### config.mk
export PLATFORM = sky130hd
export DESIGN_NAME = quadrature_decoder_rate_estimator
export DESIGN_NICKNAME = d
export VERILOG_FILES = /design/src/rtl/core/qdre_pkg.sv /design/src/rtl/core/qdre_ctrl.sv /design/src/rtl/core/qdre_datapath.sv /design/src/rtl/core/quadrature_decoder_rate_estimator.sv
export SDC_FILE = /design/constraint.sdc
export NUM_CORES = 2
export LEC_CHECK = 0
export ABC_AREA = 1
export BUFFER_PORTS_ARGS = -buffer_cell sky130_fd_sc_hd__buf_4
export CAP_MARGIN = 20
export CELL_PAD_IN_SITES_DETAIL_PLACEMENT = 1
export CELL_PAD_IN_SITES_GLOBAL_PLACEMENT = 1
export CORE_ASPECT_RATIO = 0.7
export CORE_UTILIZATION = 46
export CTS_BUF_LIST = sky130_fd_sc_hd__clkbuf_8
export DETAILED_ROUTE_END_ITERATION = 8
export MAX_ROUTING_LAYER = met4
export PLACE_DENSITY_LB_ADDON = 0.1
export SLEW_MARGIN = 25
export SYNTH_ARGS = -nofsm -noshare
export SYNTH_HDL_FRONTEND = slang
export SYNTH_HIERARCHICAL = 1
export SYNTH_SLANG_ARGS = --single-unit
### constraint.sdc
create_clock -name clk_i -period 7.73 [get_ports clk_i]
set_input_delay 1.1595 -clock clk_i [delete_from_list [all_inputs] [get_ports clk_i]]
set_output_delay 1.1595 -clock clk_i [all_outputs]
set_load 0.02 [all_outputs]
### src/rtl/core/qdre_pkg.sv
// Shared types, constants and helpers of the quadrature decoder and rate estimator.
package qdre_pkg;

  localparam int unsigned RING_DEPTH_DEF = 16;

  localparam int unsigned CNT_W      = 32;
  localparam int unsigned TIME_W     = 48;
  localparam int unsigned CFG_W      = 24;
  localparam int unsigned MUL_W      = 20;
  localparam int unsigned NUM_W      = CNT_W + MUL_W;
  localparam int unsigned DIV_STEPS  = NUM_W;
  localparam int unsigned DIV_CNT_W  = $clog2(DIV_STEPS);
  localparam int unsigned DATA_W     = 32;
  localparam int unsigned CFG_ADDR_W = 4;

  localparam logic [MUL_W-1:0] US_PER_S         = 20'd1000000;
  localparam logic [CFG_W-1:0] STOP_TIMEOUT_RST = 24'd50000;
  localparam logic [CFG_W-1:0] MIN_WINDOW_RST   = 24'd20000;
  localparam logic [CNT_W-1:0] RATE_MAX         = 32'h7FFF_FFFF;
  localparam logic [CNT_W-1:0] RATE_MIN         = 32'h8000_0000;

  typedef enum logic [1:0] {
    REG_CCW          = 2'd0,
    REG_STOP_TIMEOUT = 2'd1,
    REG_MIN_WINDOW   = 2'd2
  } reg_idx_e;

  typedef enum logic [1:0] {
    OP_SAMPLE    = 2'd0,
    OP_LOAD_POS  = 2'd1,
    OP_CLEAR_ERR = 2'd2
  } opcode_e;

  typedef enum logic [2:0] {
    ST_IDLE,
    ST_AGE,
    ST_WALK,
    ST_MUL,
    ST_DIV,
    ST_DONE_ZERO,
    ST_DONE_RATE
  } ctrl_state_e;

  typedef struct packed {
    logic [1:0]              opcode;
    logic                    pin_a;
    logic                    pin_b;
    logic [TIME_W-1:0]       time_us;
    logic signed [CNT_W-1:0] position_value;
  } in_item_t;

  typedef struct packed {
    logic signed [CNT_W-1:0] position;
    logic signed [CNT_W-1:0] rate;
    logic                    sequence_error;
  } out_item_t;

  typedef struct packed {
    logic load;
    logic rd_start;
    logic rd_next;
    logic win_capture;
    logic mul_load;
    logic div_step;
    logic out_load;
    logic rate_zero;
  } dp_cmd_t;

  typedef struct packed {
    logic stale;
    logic tail_zero;
    logic tail_stop;
    logic div_last;
    logic out_free;
  } dp_stat_t;

  function automatic logic [1:0] next_phase(input logic [1:0] p);
    logic [1:0] r;
    case (p)
      2'd0:    r = 2'd1;
      2'd1:    r = 2'd3;
      2'd3:    r = 2'd2;
      default: r = 2'd0;
    endcase
    return r;
  endfunction

endpackage

### src/rtl/core/qdre_ctrl.sv
// Sequencer: accept, staleness check, ring walk, multiply, divide, result hand-off.
module qdre_ctrl (
  input  logic               clk_i,
  input  logic               rst_ni,
  input  logic               in_valid_i,
  output logic               in_stall_o,
  input  qdre_pkg::dp_stat_t stat_i,
  output qdre_pkg::dp_cmd_t  cmd_o
);
  import qdre_pkg::*;

  ctrl_state_e state_q, state_d;

  always_ff @(posedge clk_i or negedge rst_ni) begin
    if (!rst_ni) begin
      state_q <= ST_IDLE;
    end else begin
      state_q <= state_d;
    end
  end

  always_comb begin
    state_d    = state_q;
    cmd_o      = '0;
    in_stall_o = 1'b1;
    unique case (state_q)
      ST_IDLE: begin
        in_stall_o = 1'b0;
        if (in_valid_i) begin
          cmd_o.load = 1'b1;
          state_d    = ST_AGE;
        end
      end
      ST_AGE: begin
        if (stat_i.stale) begin
          state_d = ST_DONE_ZERO;
        end else begin
          cmd_o.rd_start = 1'b1;
          state_d        = ST_WALK;
        end
      end
      ST_WALK: begin
        cmd_o.rd_next = 1'b1;
        if (stat_i.tail_zero) begin
          state_d = ST_DONE_ZERO;
        end else if (stat_i.tail_stop) begin
          cmd_o.win_capture = 1'b1;
          state_d           = ST_MUL;
        end
      end
      ST_MUL: begin
        cmd_o.mul_load = 1'b1;
        state_d        = ST_DIV;
      end
      ST_DIV: begin
        cmd_o.div_step = 1'b1;
        if (stat_i.div_last) begin
          state_d = ST_DONE_RATE;
        end
      end
      ST_DONE_ZERO: begin
        if (stat_i.out_free) begin
          cmd_o.out_load  = 1'b1;
          cmd_o.rate_zero = 1'b1;
          state_d         = ST_IDLE;
        end
      end
      ST_DONE_RATE: begin
        if (stat_i.out_free) begin
          cmd_o.out_load = 1'b1;
          state_d        = ST_IDLE;
        end
      end
      default: state_d = ST_IDLE;
    endcase
  end

endmodule

### src/rtl/core/qdre_datapath.sv
// Datapath: decoder state, edge ring, window check, serial divider and output register.
module qdre_datapath #(
  parameter int unsigned RING_DEPTH = qdre_pkg::RING_DEPTH_DEF
) (
  input  logic                         clk_i,
  input  logic                         rst_ni,
  input  qdre_pkg::in_item_t           in_data_i,
  input  logic                         ccw_i,
  input  logic [qdre_pkg::CFG_W-1:0]   stop_timeout_i,
  input  logic [qdre_pkg::CFG_W-1:0]   min_window_i,
  input  qdre_pkg::dp_cmd_t            cmd_i,
  output qdre_pkg::dp_stat_t           stat_o,
  output logic                         out_valid_o,
  input  logic                         out_stall_i,
  output qdre_pkg::out_item_t          out_data_o
);
  import qdre_pkg::*;

  localparam int unsigned IDX_W = $clog2(RING_DEPTH);
  localparam logic [IDX_W-1:0] IDX_LAST = IDX_W'(RING_DEPTH - 1);

  // decoder state
  logic [1:0]        phase_q, phase_d;
  logic              primed_q, primed_d;
  logic [CNT_W-1:0]  count_q, count_d;
  logic [CNT_W-1:0]  offset_q, offset_d;
  logic              skip_q, skip_d;
  logic [IDX_W-1:0]  head_q, head_d;
  logic [CNT_W-1:0]  head_cnt_q, head_cnt_d;
  logic [TIME_W-1:0] head_time_q, head_time_d;
  logic [TIME_W-1:0] now_q;
  logic              push;

  // ring
  logic [CNT_W-1:0]      ring_cnt_q  [RING_DEPTH];
  logic [TIME_W-1:0]     ring_time_q [RING_DEPTH];
  logic [RING_DEPTH-1:0] ring_vld_q;
  logic [IDX_W-1:0]      head_inc, head_dec, ptr_dec;
  logic [IDX_W-1:0]      rd_ptr_q, rd_addr;
  logic                  rd_en;
  logic [CNT_W-1:0]      rd_cnt_q, tail_cnt;
  logic [TIME_W-1:0]     rd_time_q, tail_ts;
  logic                  rd_hit_q;

  // window and divider
  logic [TIME_W:0]      span;
  logic                 tail_eq, tail_newer, tail_wide, span_zero;
  logic [CNT_W-1:0]     diff_q, mag;
  logic [TIME_W-1:0]    span_q, age;
  logic                 neg_q;
  logic [NUM_W-1:0]     num_q;
  logic [TIME_W-1:0]    rem_q;
  logic [TIME_W:0]      rem_sh;
  logic                 ge;
  logic [DIV_CNT_W-1:0] div_cnt_q;

  // output
  logic             out_valid_q;
  out_item_t        out_q;
  logic [CNT_W-1:0] pos_sum, pos_val, rate_val;
  logic             over_pos, over_neg;

  logic [1:0]       np;
  logic [CNT_W-1:0] target;

  assign head_inc = (head_q == IDX_LAST) ? '0 : head_q + 1'b1;
  assign head_dec = (head_q == '0) ? IDX_LAST : head_q - 1'b1;
  assign ptr_dec  = (rd_ptr_q == '0) ? IDX_LAST : rd_ptr_q - 1'b1;

  assign np     = {in_data_i.pin_a, in_data_i.pin_b};
  assign target = ccw_i ? (CNT_W'(0) - in_data_i.position_value) : in_data_i.position_value;

  always_comb begin
    phase_d     = phase_q;
    primed_d    = primed_q;
    count_d     = count_q;
    offset_d    = offset_q;
    skip_d      = skip_q;
    head_d      = head_q;
    head_cnt_d  = head_cnt_q;
    head_time_d = head_time_q;
    push        = 1'b0;
    if (cmd_i.load) begin
      case (in_data_i.opcode)
        OP_SAMPLE: begin
          if (!primed_q) begin
            phase_d  = np;
            primed_d = 1'b1;
          end else if (np != phase_q) begin
            if (np == next_phase(phase_q)) begin
              count_d = count_q + 1'b1;
              push    = 1'b1;
            end else if (phase_q == next_phase(np)) begin
              count_d = count_q - 1'b1;
              push    = 1'b1;
            end else begin
              skip_d = 1'b1;
            end
            phase_d = np;
          end
        end
        OP_LOAD_POS:  offset_d = target - count_q;
        OP_CLEAR_ERR: skip_d = 1'b0;
        default: ;
      endcase
      if (push) begin
        head_d      = head_inc;
        head_cnt_d  = count_d;
        head_time_d = in_data_i.time_us;
      end
    end
  end

  always_ff @(posedge clk_i or negedge rst_ni) begin
    if (!rst_ni) begin
      phase_q     <= '0;
      primed_q    <= 1'b0;
      count_q     <= '0;
      offset_q    <= '0;
      skip_q      <= 1'b0;
      head_q      <= '0;
      head_cnt_q  <= '0;
      head_time_q <= '0;
      ring_vld_q  <= '0;
    end else begin
      phase_q     <= phase_d;
      primed_q    <= primed_d;
      count_q     <= count_d;
      offset_q    <= offset_d;
      skip_q      <= skip_d;
      head_q      <= head_d;
      head_cnt_q  <= head_cnt_d;
      head_time_q <= head_time_d;
      if (push) begin
        ring_vld_q[head_inc] <= 1'b1;
      end
    end
  end

  always_ff @(posedge clk_i) begin
    if (cmd_i.load) begin
      now_q <= in_data_i.time_us;
    end
    if (push) begin
      ring_cnt_q[head_inc]  <= count_d;
      ring_time_q[head_inc] <= in_data_i.time_us;
    end
  end

  // ring read port, one entry per cycle walking back from the head
  assign rd_en   = cmd_i.rd_start | cmd_i.rd_next;
  assign rd_addr = cmd_i.rd_start ? head_dec : ptr_dec;

  always_ff @(posedge clk_i) begin
    if (rd_en) begin
      rd_ptr_q  <= rd_addr;
      rd_cnt_q  <= ring_cnt_q[rd_addr];
      rd_time_q <= ring_time_q[rd_addr];
      rd_hit_q  <= ring_vld_q[rd_addr];
    end
  end

  assign tail_cnt = rd_hit_q ? rd_cnt_q : '0;
  assign tail_ts  = rd_hit_q ? rd_time_q : '0;

  assign age        = now_q - head_time_q;
  assign span       = {1'b0, head_time_q} - {1'b0, tail_ts};
  assign tail_eq    = (tail_cnt == head_cnt_q);
  assign tail_newer = span[TIME_W];
  assign tail_wide  = (span[TIME_W-1:0] >= TIME_W'(min_window_i));
  assign span_zero  = (span[TIME_W-1:0] == '0);

  assign stat_o.stale     = (age > TIME_W'(stop_timeout_i));
  assign stat_o.tail_zero = tail_eq | tail_newer | (tail_wide & span_zero);
  assign stat_o.tail_stop = ~tail_eq & ~tail_newer & tail_wide & ~span_zero;
  assign stat_o.div_last  = (div_cnt_q == DIV_CNT_W'(DIV_STEPS - 1));
  assign stat_o.out_free  = ~out_valid_q | ~out_stall_i;

  // restoring divider, one quotient bit per cycle
  assign mag    = diff_q[CNT_W-1] ? (CNT_W'(0) - diff_q) : diff_q;
  assign rem_sh = {rem_q, num_q[NUM_W-1]};
  assign ge     = (rem_sh >= {1'b0, span_q});

  always_ff @(posedge clk_i) begin
    if (cmd_i.win_capture) begin
      diff_q <= head_cnt_q - tail_cnt;
      span_q <= span[TIME_W-1:0];
    end
    if (cmd_i.mul_load) begin
      num_q     <= NUM_W'(mag) * NUM_W'(US_PER_S);
      rem_q     <= '0;
      div_cnt_q <= '0;
      neg_q     <= diff_q[CNT_W-1] ^ ccw_i;
    end else if (cmd_i.div_step) begin
      num_q     <= {num_q[NUM_W-2:0], ge};
      rem_q     <= ge ? TIME_W'(rem_sh - {1'b0, span_q}) : rem_sh[TIME_W-1:0];
      div_cnt_q <= div_cnt_q + 1'b1;
    end
  end

  // result formatting
  assign pos_sum  = count_q + offset_q;
  assign pos_val  = ccw_i ? (CNT_W'(0) - pos_sum) : pos_sum;
  assign over_pos = |num_q[NUM_W-1:CNT_W-1];
  assign over_neg = (|num_q[NUM_W-1:CNT_W]) | (num_q[CNT_W-1] & (|num_q[CNT_W-2:0]));

  always_comb begin
    if (cmd_i.rate_zero) begin
      rate_val = '0;
    end else if (neg_q) begin
      rate_val = over_neg ? RATE_MIN : (CNT_W'(0) - num_q[CNT_W-1:0]);
    end else begin
      rate_val = over_pos ? RATE_MAX : num_q[CNT_W-1:0];
    end
  end

  always_ff @(posedge clk_i or negedge rst_ni) begin
    if (!rst_ni) begin
      out_valid_q <= 1'b0;
    end else if (cmd_i.out_load) begin
      out_valid_q <= 1'b1;
    end else if (!out_stall_i) begin
      out_valid_q <= 1'b0;
    end
  end

  always_ff @(posedge clk_i) begin
    if (cmd_i.out_load) begin
      out_q.position       <= pos_val;
      out_q.rate           <= rate_val;
      out_q.sequence_error <= skip_q;
    end
  end

  assign out_valid_o = out_valid_q;
  assign out_data_o  = out_q;

endmodule

### src/rtl/core/quadrature_decoder_rate_estimator.sv
// Top level: quadrature decoder with ring-based rate estimate and APB register block.
//
//  channel | direction | handshake                   | payload
//  --------+-----------+-----------------------------+---------------------------
//  in      | sink      | in_valid_i / in_stall_o     | in_data_i  (in_item_t)
//  out     | source    | out_valid_o / out_stall_i   | out_data_o (out_item_t)
//  cfg     | APB slave | psel, penable, pwrite, pready | paddr, pwdata, prdata
//
// One transaction at a time: accept, age check, ring walk (one ring read per cycle, back
// from the entry before the head), multiply, serial division, then load of the result.
// A stale sample ends in a zero rate with no walk; a walk ends in a zero rate or goes on
// to the division. It reads at most RING_DEPTH entries, since the last entry walked
// is the head itself and always ends in zero.
// The output register holds a result while out_stall_i is high; the next transaction
// is taken meanwhile and waits in its last cycle for the register to free up.
// Reset is asynchronous; the ring reads as zero until written, no clearing pass.
module quadrature_decoder_rate_estimator #(
  parameter int unsigned RING_DEPTH = qdre_pkg::RING_DEPTH_DEF
) (
  input  logic                               clk_i,
  input  logic                               rst_ni,
  input  logic                               in_valid_i,
  output logic                               in_stall_o,
  input  qdre_pkg::in_item_t                 in_data_i,
  output logic                               out_valid_o,
  input  logic                               out_stall_i,
  output qdre_pkg::out_item_t                out_data_o,
  input  logic                               psel,
  input  logic                               penable,
  input  logic                               pwrite,
  input  logic [qdre_pkg::CFG_ADDR_W-1:0]    paddr,
  input  logic [qdre_pkg::DATA_W-1:0]        pwdata,
  output logic [qdre_pkg::DATA_W-1:0]        prdata,
  output logic                               pready
);
  import qdre_pkg::*;

  logic             ccw_q;
  logic [CFG_W-1:0] stop_timeout_q;
  logic [CFG_W-1:0] min_window_q;
  logic             cfg_wr;
  reg_idx_e         cfg_idx;
  dp_cmd_t          cmd;
  dp_stat_t         stat;

  assign pready  = 1'b1;
  assign cfg_wr  = psel & penable & pwrite;
  assign cfg_idx = reg_idx_e'(paddr[3:2]);

  always_ff @(posedge clk_i or negedge rst_ni) begin
    if (!rst_ni) begin
      ccw_q          <= 1'b0;
      stop_timeout_q <= STOP_TIMEOUT_RST;
      min_window_q   <= MIN_WINDOW_RST;
    end else if (cfg_wr) begin
      unique case (cfg_idx)
        REG_CCW:          ccw_q          <= pwdata[0];
        REG_STOP_TIMEOUT: stop_timeout_q <= pwdata[CFG_W-1:0];
        REG_MIN_WINDOW:   min_window_q   <= pwdata[CFG_W-1:0];
        default: ;
      endcase
    end
  end

  always_comb begin
    unique case (cfg_idx)
      REG_CCW:          prdata = DATA_W'(ccw_q);
      REG_STOP_TIMEOUT: prdata = DATA_W'(stop_timeout_q);
      REG_MIN_WINDOW:   prdata = DATA_W'(min_window_q);
      default:          prdata = '0;
    endcase
  end

  qdre_ctrl u_ctrl (
    .clk_i      (clk_i),
    .rst_ni     (rst_ni),
    .in_valid_i (in_valid_i),
    .in_stall_o (in_stall_o),
    .stat_i     (stat),
    .cmd_o      (cmd)
  );

  qdre_datapath #(
    .RING_DEPTH (RING_DEPTH)
  ) u_datapath (
    .clk_i          (clk_i),
    .rst_ni         (rst_ni),
    .in_data_i      (in_data_i),
    .ccw_i          (ccw_q),
    .stop_timeout_i (stop_timeout_q),
    .min_window_i   (min_window_q),
    .cmd_i          (cmd),
    .stat_o         (stat),
    .out_valid_o    (out_valid_o),
    .out_stall_i    (out_stall_i),
    .out_data_o     (out_data_o)
  );

endmodule

==> tab_implementation.tex <==
\begin{tabular}{lr}
\hline
Metric & Value \\
\hline
\multicolumn{2}{l}{\textbf{Yosys}} \\
\quad Mean Syn Cell Area & about 9.4 sq um \\
\quad Synthesized flop and latch total & between 1500 and 2000 \\
\quad Yosys synthesis warning count & 6 \\
\quad Count of mapped cells out of synthesis & $\sim$11000 \\
\quad Sequential share of the synthesized area & around 54\% \\
\quad Top flip-flop cell by instance count after synthesis & edfxtp\_1 \\
\quad Most area-consuming cells after synthesis & edfxtp\_1 47\%, nand2\_1 7.9\%, o21ai\_0 5.6\%, ha\_1 5.4\%, dfrtp\_1 5.1\% \\
\quad Cell accounting for the most synthesized area & edfxtp\_1 \\
\quad Async S/R FF share, synth & a little under an eighth \\
\quad Post-Synthesis Cell Area & 103000 sq um \\
\quad Area share of the largest cell type after synthesis & 47.0\% \\
\quad EDFF count, synth & 1605 \\
\quad Count of unique library cells instantiated by Yosys & 78 \\
\multicolumn{2}{l}{\textbf{STA}} \\
\quad Final slew viol count & 0 \\
\quad Setup skew after layout & roughly 110 ps \\
\quad Slew margin rel. & 31.6\% \\
\quad Tmin final & 7240 ps \\
\quad Worst Tran Pin Value & 1020 ps \\
\quad Final setup viols & 0 \\
\quad Final cycle utilization of the critical path & 93.7\% \\
\quad Max Clock Freq & 138 MHz \\
\quad Final Hold Violating Endpoints & 0 \\
\multicolumn{2}{l}{\textbf{CTS}} \\
\quad Clock buffers created by TritonCTS & between 300 and 400 \\
\quad Buffer depth of the longest clock path & 4 \\
\quad H-Tree Depth & 5 \\
\quad Clock network latency to the later pin of the worst-skew pair & roughly 1000 ps \\
\quad Number of sinks on the clock net & between 1500 and 2000 \\
\quad TritonCTS clock tree & yes \\
\quad Cell at the root of the clock tree & clkbuf\_8 \\
\quad Clock transition at the registers of the reported paths & 80 ps \\
\multicolumn{2}{l}{\textbf{Setup path}} \\
\quad Critical path's most frequent cell & inv\_1 \\
\quad Beginning of the worst register-to-register path & u\_datapath/diff\_q[0] \\
\quad Largest driver fanout on the critical path & 5 \\
\quad Worst setup SP type & flip-flop \\
\quad Startpoint of the most critical setup path & u\_datapath/diff\_q[0] \\
\quad Worst r2r path cells & 34 \\
\quad End of the worst register-to-register path & u\_datapath/num\_q[48] \\
\quad Register-to-register setup slack & $\sim$490 ps \\
\quad Critical path class & flip-flop to flip-flop \\
\quad Crit path required time & 8370 ps \\
\quad Endpoint class of the critical path & flip-flop \\
\quad Slowest cell delay on critical path & 540 ps \\
\quad Critical-path top delay cell & fa\_1 \\
\quad Worst path arrival time & $\sim$8000 ps \\
\quad Worst setup path end & u\_datapath/num\_q[48] \\
\multicolumn{2}{l}{\textbf{Floorplanning}} \\
\quad Width of the die & 566 microns \\
\quad Y dimension of the die & 397 microns \\
\quad Number of top-level design ports & approximately 230 \\
\quad Initial Utilization & 46.5\% \\
\quad Cell Rows & 144 \\
\quad Overall die area & 225000 sq um \\
\quad Placeable core area & 221000 sq um \\
\multicolumn{2}{l}{\textbf{Detailed routing}} \\
\quad Number of remaining DRC errors & 0 \\
\quad DR vias & just over 80000 \\
\quad Average wire per cell in the routed design & 25.4 microns \\
\quad Number of DRC markers after the initial detailed-route iteration & 8220 \\
\quad Number of search-and-repair iterations in the first detailed-routing pass & 5 \\
\quad Routed WL & about 370000 microns \\
\quad Post-route antenna net violation count & 0 \\
\quad Per-cell via count in the routed design & 5.77 \\
\multicolumn{2}{l}{\textbf{Placement}} \\
\quad Global placer's final weighted congestion & 0.987 \\
\quad DP HPWL & between 200000 and 300000 microns \\
\quad Number of cells in the design after placement & 13800 \\
\quad Port-buffer cells & 207 \\
\multicolumn{2}{l}{\textbf{Finish}} \\
\quad Layout Utilization & around half \\
\quad Nets & 11900 \\
\quad Synth-to-layout area growth & 11.4\% \\
\quad Number of fill cells & 25100 \\
\quad Fraction of final layout cells sized beyond drive strength 1 & 9.30\% \\
\quad Layout Cells excl Fill & between 10000 and 15000 \\
\multicolumn{2}{l}{\textbf{Global route}} \\
\quad Overflow left after global routing & 0 \\
\quad Via count of the first global-routing pass & 83500 \\
\quad Overall global routing resource usage & 32.9\% \\
\quad Antenna violations before repair & 25 \\
\quad Largest net degree at the start of global routing & around 150 \\
\quad Wire length of the first global-routing pass & 540000 microns \\
\multicolumn{2}{l}{\textbf{Status}} \\
\quad Result of the run & complete, no violations \\
\multicolumn{2}{l}{\textbf{Power and ir drop}} \\
\quad Cell Pwr Density & 497 nW/um\^{}2 \\
\quad Leakage & around 46 nW \\
\quad Peak VDD IR & between 0.0007 and 0.0008 V \\
\multicolumn{2}{l}{\textbf{Min path}} \\
\quad Type of the most critical hold path & primary input to async pin \\
\multicolumn{2}{l}{\textbf{Job}} \\
\quad Maximum capacitance violations & 0 \\
\hline
\end{tabular}
layer usage:
layer,GRT usage (%),vias to the layer above,wire length [microns]
met5,-,-,0
li1,-,37900,-
met4,6.64,0,6800
met2,45.6,2824,150000
met1,49.5,41900,177000
met3,6.80,439,31100
metrics by stage:
step	cell area, sq um	setup WS, ps	setup TNS, ps	hold slack (ps)	power, W
6_report	114000	489	0	228	0.0568
5_1_grt	114000	-13.2	-22.4	194	0.0614
4_1_cts	114000	8.16	0	144	0.0563
3_5_place_dp	108000	-86.6	-86.6	449	0.0476
3_3_place_gp	108000	243	0	440	0.0468
2_1_floorplan	103000	-473	-216180	425	0.0361
registers in the layout, indices dropped and copies added (netlist names), 48 cells and up:
| signal | cells |
|---|---|
| u_datapath/num_q | 52 |
| u_datapath/rd_time_q | 48 |
| u_datapath/head_time_q | 48 |
| u_datapath/now_q | 48 |
| u_datapath/out_data_o | 65 |
| u_datapath/ring_cnt_q | 512 |
| u_datapath/rem_q | 48 |
| u_datapath/span_q | 48 |
| u_datapath/ring_time_q | 768 |
timing repair:
item,CTS,global route
gates resized for setup,2,33
pin swaps,0,7
buffers inserted,0,8
hold endpoints to repair,0,0
endpoints found under the setup margin,1,14
hold buffers,0,0
power breakdown:
group          switching [W]  internal, W  total, W
registers           0.000916       0.0129    0.0139
clock network        0.00426      0.00423   0.00849
logic                 0.0238       0.0107    0.0345
cells in the final DEF (no fill, tap or decap), drive strengths merged, types with 7 or more instances in the layout:
cell type	instances
nor4	30
nand3	343
edfxtp	1605
nand2	2238
a211oi	7
and2	11
fa	128
o21bai	34
dfxtp	60
nor3	102
xnor2	96
o22ai	179
o211ai	142
buf	401
a21o	23
clkinv	92
dfrtp	210
or2	33
a21boi	11
ha	443
dfstp	11
o21ai	1183
o221ai	165
nor2	1361
a31oi	33
a21oi	421
xor2	176
conb	9
nand3b	25
o21a	26
nand4	120
clkbuf	338
diode	12
inv	1346
area by class of cell:
type	count	area (sq um)	share of cell area, %
antenna	12	30.0	0.0263
clock buffer	338	4650	4.07
clock inverter	212	1080	0.949
inverter	1238	4670	4.09
multi-input combinational	7373	41500	36.4
sequential	1886	54900	48.1
tap	2920	3650	3.20
timing repair buffer	401	3640	3.19
critical path, delay by kind of cell (launching register included):
| family | cells | cell delay (ps) |
|---|---|---|
| simple gates | 10 | 1420 |
| xor+xnor | 1 | 280 |
| flops | 1 | 400 |
| buf+inv | 9 | 580 |
| fa+ha+maj | 8 | 3340 |
| compound gates | 6 | 910 |
logic make-up after synthesis:
logic type / count (synthesis) / synth area share, %
AOI/OAI and AO/OA: 2251 / 12.6
muxes: 2 / 0.0220
other: 2 / 0.00732
buffers and inverters: 1624 / 6.27
and+or+nand+nor: 4268 / 17.2
xor gates and xnor gates: 272 / 2.36
adders and majority gates: 571 / 7.91
DFF: 1886 / 53.6
how the worst min path moves through the flow:
stage / start / end
floorplan: u_datapath/skip_q / u_datapath/out_data_o[0]
finish: rst_ni / u_datapath/count_q[25]
CTS: rst_ni / u_datapath/phase_q[1]
global route: rst_ni / u_datapath/count_q[25]
detailed placement: u_datapath/skip_q / u_datapath/out_data_o[0]
global placement: u_datapath/skip_q / u_datapath/out_data_o[0]
Yosys cell counts, types with 6 or more instances:
master	count
o21bai_1	34
ha_1	443
dfstp_2	11
o22ai_1	179
nor2_4	8
buf_2	85
edfxtp_1	1605
inv_1	1217
o221ai_1	165
o21ai_0	1146
a31oi_1	33
nand4_1	119
nor2_2	16
dfxtp_1	60
inv_2	18
buf_4	15
xor2_1	172
and2_1	11
nor2_1	1336
nand3_2	7
dfrtp_1	210
fa_1	128
o211ai_1	141
a21o_1	23
nand2_2	74
nand2_4	6
xnor2_1	95
nand3b_1	25
a21boi_0	9
a21oi_1	416
nor3_2	6
nor4_1	29
clkbuf_1	260
buf_6	13
a211oi_1	7
nand2_1	2156
nand3_1	334
o21ai_1	34
nor3_1	95
buf_1	9
or2_2	29
o21a_1	26
(Power assumes the default switching activity.)
